## src/hw/rtl/assert_macros.svh

```systemverilog
// ----------------------------------------------------------------------------
// assert_macros.svh - assertion helpers of the ranging block, used by dstwr_back
// Clocked concurrent assertions, with and without reset qualification.
// ----------------------------------------------------------------------------
`ifndef ASSERT_MACROS_SVH
`define ASSERT_MACROS_SVH

// Check a property on every rising edge of clk, suspended while in reset.
`define DSTWR_ASSERT(lbl, clk, rst_n, prop) \
    lbl: assert property (@(posedge clk) disable iff (!rst_n) (prop)) \
        else $error("assertion failed");

// Check a property on every rising edge of clk, reset included.
`define DSTWR_ASSERT_ALWAYS(lbl, clk, prop) \
    lbl: assert property (@(posedge clk) (prop)) \
        else $error("assertion failed");

`endif

```

## src/hw/rtl/dstwr_pkg.sv

```systemverilog
// ----------------------------------------------------------------------------
// dstwr_pkg - shared constants of the ranging block
// Status codes, register map, reset values, divider limits and the queue status type.
// ----------------------------------------------------------------------------
`timescale 1ns / 1ps
`default_nettype none
package dstwr_pkg;

    localparam logic [1:0] STATUS_OK   = 2'd0;
    localparam logic [1:0] STATUS_ZERO = 2'd1;
    localparam logic [1:0] STATUS_SAT  = 2'd2;

    localparam logic       REG_DISTANCE_SCALE = 1'b0;
    localparam logic [31:0] SCALE_RESET = 32'd20150973;

    localparam int QUO_BITS = 32;
    localparam logic [31:0] POS_LIMIT = 32'h7FFF_FFFF;
    localparam logic [31:0] NEG_LIMIT = 32'h8000_0000;

    // fifo fill state seen by the front and the back
    typedef struct packed {
        logic full;
        logic empty;
    } fifo_status_t;

endpackage
`default_nettype wire

```

## src/hw/rtl/dstwr_fifo.sv

```systemverilog
// ----------------------------------------------------------------------------
// dstwr_fifo - four-word queue between front and back
// Decouples the product front end from the divider back end.
// ----------------------------------------------------------------------------
`timescale 1ns / 1ps
`default_nettype none
module dstwr_fifo #(
    parameter int DW = 8
) (
    input  wire logic          clk,
    input  wire logic          rst_n,
    input  wire logic          push,
    input  wire logic [DW-1:0] push_word,
    input  wire logic          pop,
    output logic [DW-1:0]      pop_word,
    output dstwr_pkg::fifo_status_t st
);
    localparam int DEPTH = 4;
    localparam int AW    = $clog2(DEPTH);

    logic [DW-1:0] mem [0:DEPTH-1];
    logic [AW-1:0] wr_reg, rd_reg;
    logic [AW:0]   cnt_reg;

    always_ff @(posedge clk)
    begin
        if (push)
            mem[wr_reg] <= push_word;
    end

    always_ff @(posedge clk or negedge rst_n)
    begin
        if (!rst_n)
        begin
            wr_reg  <= '0;
            rd_reg  <= '0;
            cnt_reg <= '0;
        end
        else
        begin
            if (push)
                wr_reg <= wr_reg + 1'b1;
            if (pop)
                rd_reg <= rd_reg + 1'b1;
            if (push && !pop)
                cnt_reg <= cnt_reg + 1'b1;
            else if (pop && !push)
                cnt_reg <= cnt_reg - 1'b1;
        end
    end

    assign pop_word = mem[rd_reg];
    assign st.full  = (cnt_reg == (AW+1)'(DEPTH));
    assign st.empty = (cnt_reg == '0);
endmodule
`default_nettype wire

```

## config.mk

```make
export PLATFORM = sky130hd
export DESIGN_NAME = dstwr_fifo
export DESIGN_NICKNAME = d
export VERILOG_FILES = /design/src/hw/rtl/assert_macros.svh /design/src/hw/rtl/dstwr_pkg.sv /design/src/hw/rtl/dstwr_fifo.sv
export SDC_FILE = /design/constraint.sdc
export NUM_CORES = 1
export LEC_CHECK = 0
export BUFFER_PORTS_ARGS = -buffer_cell sky130_fd_sc_hd__buf_2
export CORE_MARGIN = 2
export CORE_UTILIZATION = 30
export CTS_BUF_LIST = sky130_fd_sc_hd__clkbuf_4 sky130_fd_sc_hd__clkbuf_8 sky130_fd_sc_hd__clkbuf_16
export CTS_CLUSTER_DIAMETER = 30
export DETAILED_ROUTE_END_ITERATION = 6
export PLACE_DENSITY_LB_ADDON = 0.2
export SETUP_SLACK_MARGIN = 0.3
export SLEW_MARGIN = 40
export SYNTH_ARGS = -nofsm -noshare
export SYNTH_HDL_FRONTEND = slang
export SYNTH_SLANG_ARGS = --single-unit
```

## constraint.sdc

```tcl
create_clock -name clk -period 2.5 [get_ports clk]
set_input_delay 0.125 -clock clk [delete_from_list [all_inputs] [get_ports clk]]
set_output_delay 0.125 -clock clk [all_outputs]
set_load 0.05 [all_outputs]
```

==> impl_results.md <==
- Netlist cell types: 17
- Period utilization: 78.75%
- Root Buffer: clkbuf_8
- Port bufs: 21
- Post-Syn Area: 0.001548 sq mm
- HP Class: primary input to register
- CP Data Required Time: 2.38 ns
- Max-Slew Margin vs Limit: 59.53%
- Skew final: 0.007983 ns
- Synth top area share: 62.09%
- Max Cap Violations: 0
- Max reg flops: 32
- Antenna Nets Post-Route: 0
- Global Route met1 Usage: 11.38%
- Synth warn: 0
- Post-CTS Hold Buffers: 1
- Via count: 733
- Worst-path clk slew: 0.08 ns
- CP endpoint kind: output port
- Syn_area_per_cell: 20.36 sq um
- Starting Density: 30.69%
- Max Slew Vio Count: 0
- Startpoint types: register
- Pre-antenna DRT Iters: 4
- Max Root-Sink Buffers: 2
- IO Pins: 22
- Reg2Reg Setup Slack: 1.07 ns
- Minimum clock period: 1.969 ns
- Initial antenna violation count: 0
- Worst setup startpoint: rd_reg[0]
- Wire per inst: 14.03 microns
- HPWL Detailed: 1.587 mm
- Non-filler instance count after layout: 174
- RR Startpoint: wr_reg[0]
- Synth area leader: edfxtp_1
- Hold Vio Cnt, Final: 0
- VDD IR max: 0.3344 mV
- FP Rows: 26
- GR Layer Usage met2: 15.80%
- H-Tree Depth: 2
- Hold Crit Start: pop
- Die Footprint: 0.005749 sq mm
- Vias in the first global route: 764
- Yosys reg bits: 39
- Syn_nets: 94
- Area delta synth->final: 19.32%
- Synth Instances: 76
- RSZ-0062 raised after global routing: false
- Layout cells sized above 1: 36.54%
- GR Util All Layers: 9.833%
- DRC errors left: 0
- Vias per cell: 4.213
- Clk Latency, worst-skew pair: 0.29 ns
- Core ar.: 0.005042 sq mm
- Status: complete, no violations
- Final setup viols: 0
- CTS buffer count: 5
- Placed Instances: 165
- Fmax: 508.0 MHz
- Post-cts sizing count: 0
- TNS Setup: 0 ns
- Total gr overflow: 0
- Post-CTS Setup Inserts: 0
- Final Power: 2.347 mW
- Busiest grt layer: met2
- Clk sinks: 39
- Pleak: 0.6852 nW
- Die Width: 75.83 microns
- DR iter-0 viols: 50
- Critical path type: register to output port
- Global Route met3 Usage: 3.704%
- Seq/Total Area, Yosys: 73.40%
- Crit path arrival time: 1.84 ns
- Drt total wl: 2.442 mm
- Net count reported at finish: 121
- Pin count of the biggest net entering global routing: 14
- CTS tree: done
- First-pass GRT wire length: 3.815 mm
- Worst-Margin Slew: 0.6071 ns
- Die Span Y: 75.83 microns
- Pwr/cell area: 1271 mW/mm^2
- Synth top area cells: edfxtp_1 62%, mux4_2 12%, dfrtp_1 11%
- Ant diodes: 0
- CP max FO: 10
- Gpl congestion: 0.6439
## area by class of cell
class	count	area, sq um
multi-input cells	31	380.4
fillers	470	3196
repair buffers	22	115.1
inverters	4	15.01
clock inverters	3	43.79
clock buffers	5	68.82
flip-flops and latches	39	1136
well taps	70	87.58
## cells in the final DEF, fill, tap and decap left out
cell,instances
mux4_2,8
nor3_1,1
and2_1,4
xnor2_1,2
dlygate4sd3_1,1
mux2_2,1
fa_1,1
nor2_1,1
nand2_1,2
edfxtp_1,32
xor2_1,4
ha_1,5
bufinv_16,1
buf_2,21
clkinv_2,1
dfrtp_1,7
o21ai_0,1
clkinv_4,1
clkbuf_8,5
nor3b_1,1
inv_1,4
## worst max-delay path, stage by stage, from the launching register on
cell and delay, ns:
dfrtp_1 0.73, mux4_2 0.59, buf_2 0.23
## logic make-up after synthesis
logic type / share of synthesized area [%]
AO/OA/AOI/OAI: 0.3231
multiplexers: 12.37
XOR/XNOR: 3.395
buffers and inverters: 2.020
flip-flops: 73.40
AND/OR/NAND/NOR: 3.152
adder cells (fa/ha/maj): 5.336
## report_power, final
part | leakage (nW) | switching [mW] | internal, mW
Sequential | 0.376 | 0.144 | 0.870
Clock | 0.0581 | 0.219 | 0.297
Combinational | 0.251 | 0.532 | 0.285
## path summary, 6_finish.rpt
| kind | endpoint | cells past startpoint |
|---|---|---|
| min | rd_reg[0] | 2 |
| max | pop_word[1] | 2 |
| min reg2reg | cnt_reg[2] | 1 |
| max in group asynchronous | rd_reg[1] | 2 |
| max reg2reg | mem[2][0] | 3 |
| min in group asynchronous | wr_reg[0] | 2 |
## stage by stage
stage               cell area [sq um]  hold slack, ns  setup WS (ns)  utilization (%)
global route                     1847         0.02901         0.3879            36.63
floorplan                        1548         -0.1706         0.7758                -
detailed placement               1724        -0.02585         0.8073            34.19
CTS                              1847         0.03485         0.4691            36.63
finish                           1847         0.03863         0.5313            36.63
global placement                 1724        -0.03139         0.8059            34.19
## per-layer routing
metal,part of all wire (%),vias up
li1,-,341
met2,50,20
met3,5.6,7
met4,2.8,0
met5,0,-
met1,41,365
## cell usage after synthesis
cell type,n
edfxtp_1,32
mux4_2,8
dfrtp_1,7
ha_1,5
and2_1,4
inv_1,4
xor2_1,4
nand2_1,2
xnor2_1,2
buf_2,1
buf_6,1
fa_1,1
mux2_2,1
nor2_1,1
nor3_1,1
nor3b_1,1
o21ai_0,1
Note: power is estimated with default switching activity, not from simulation.
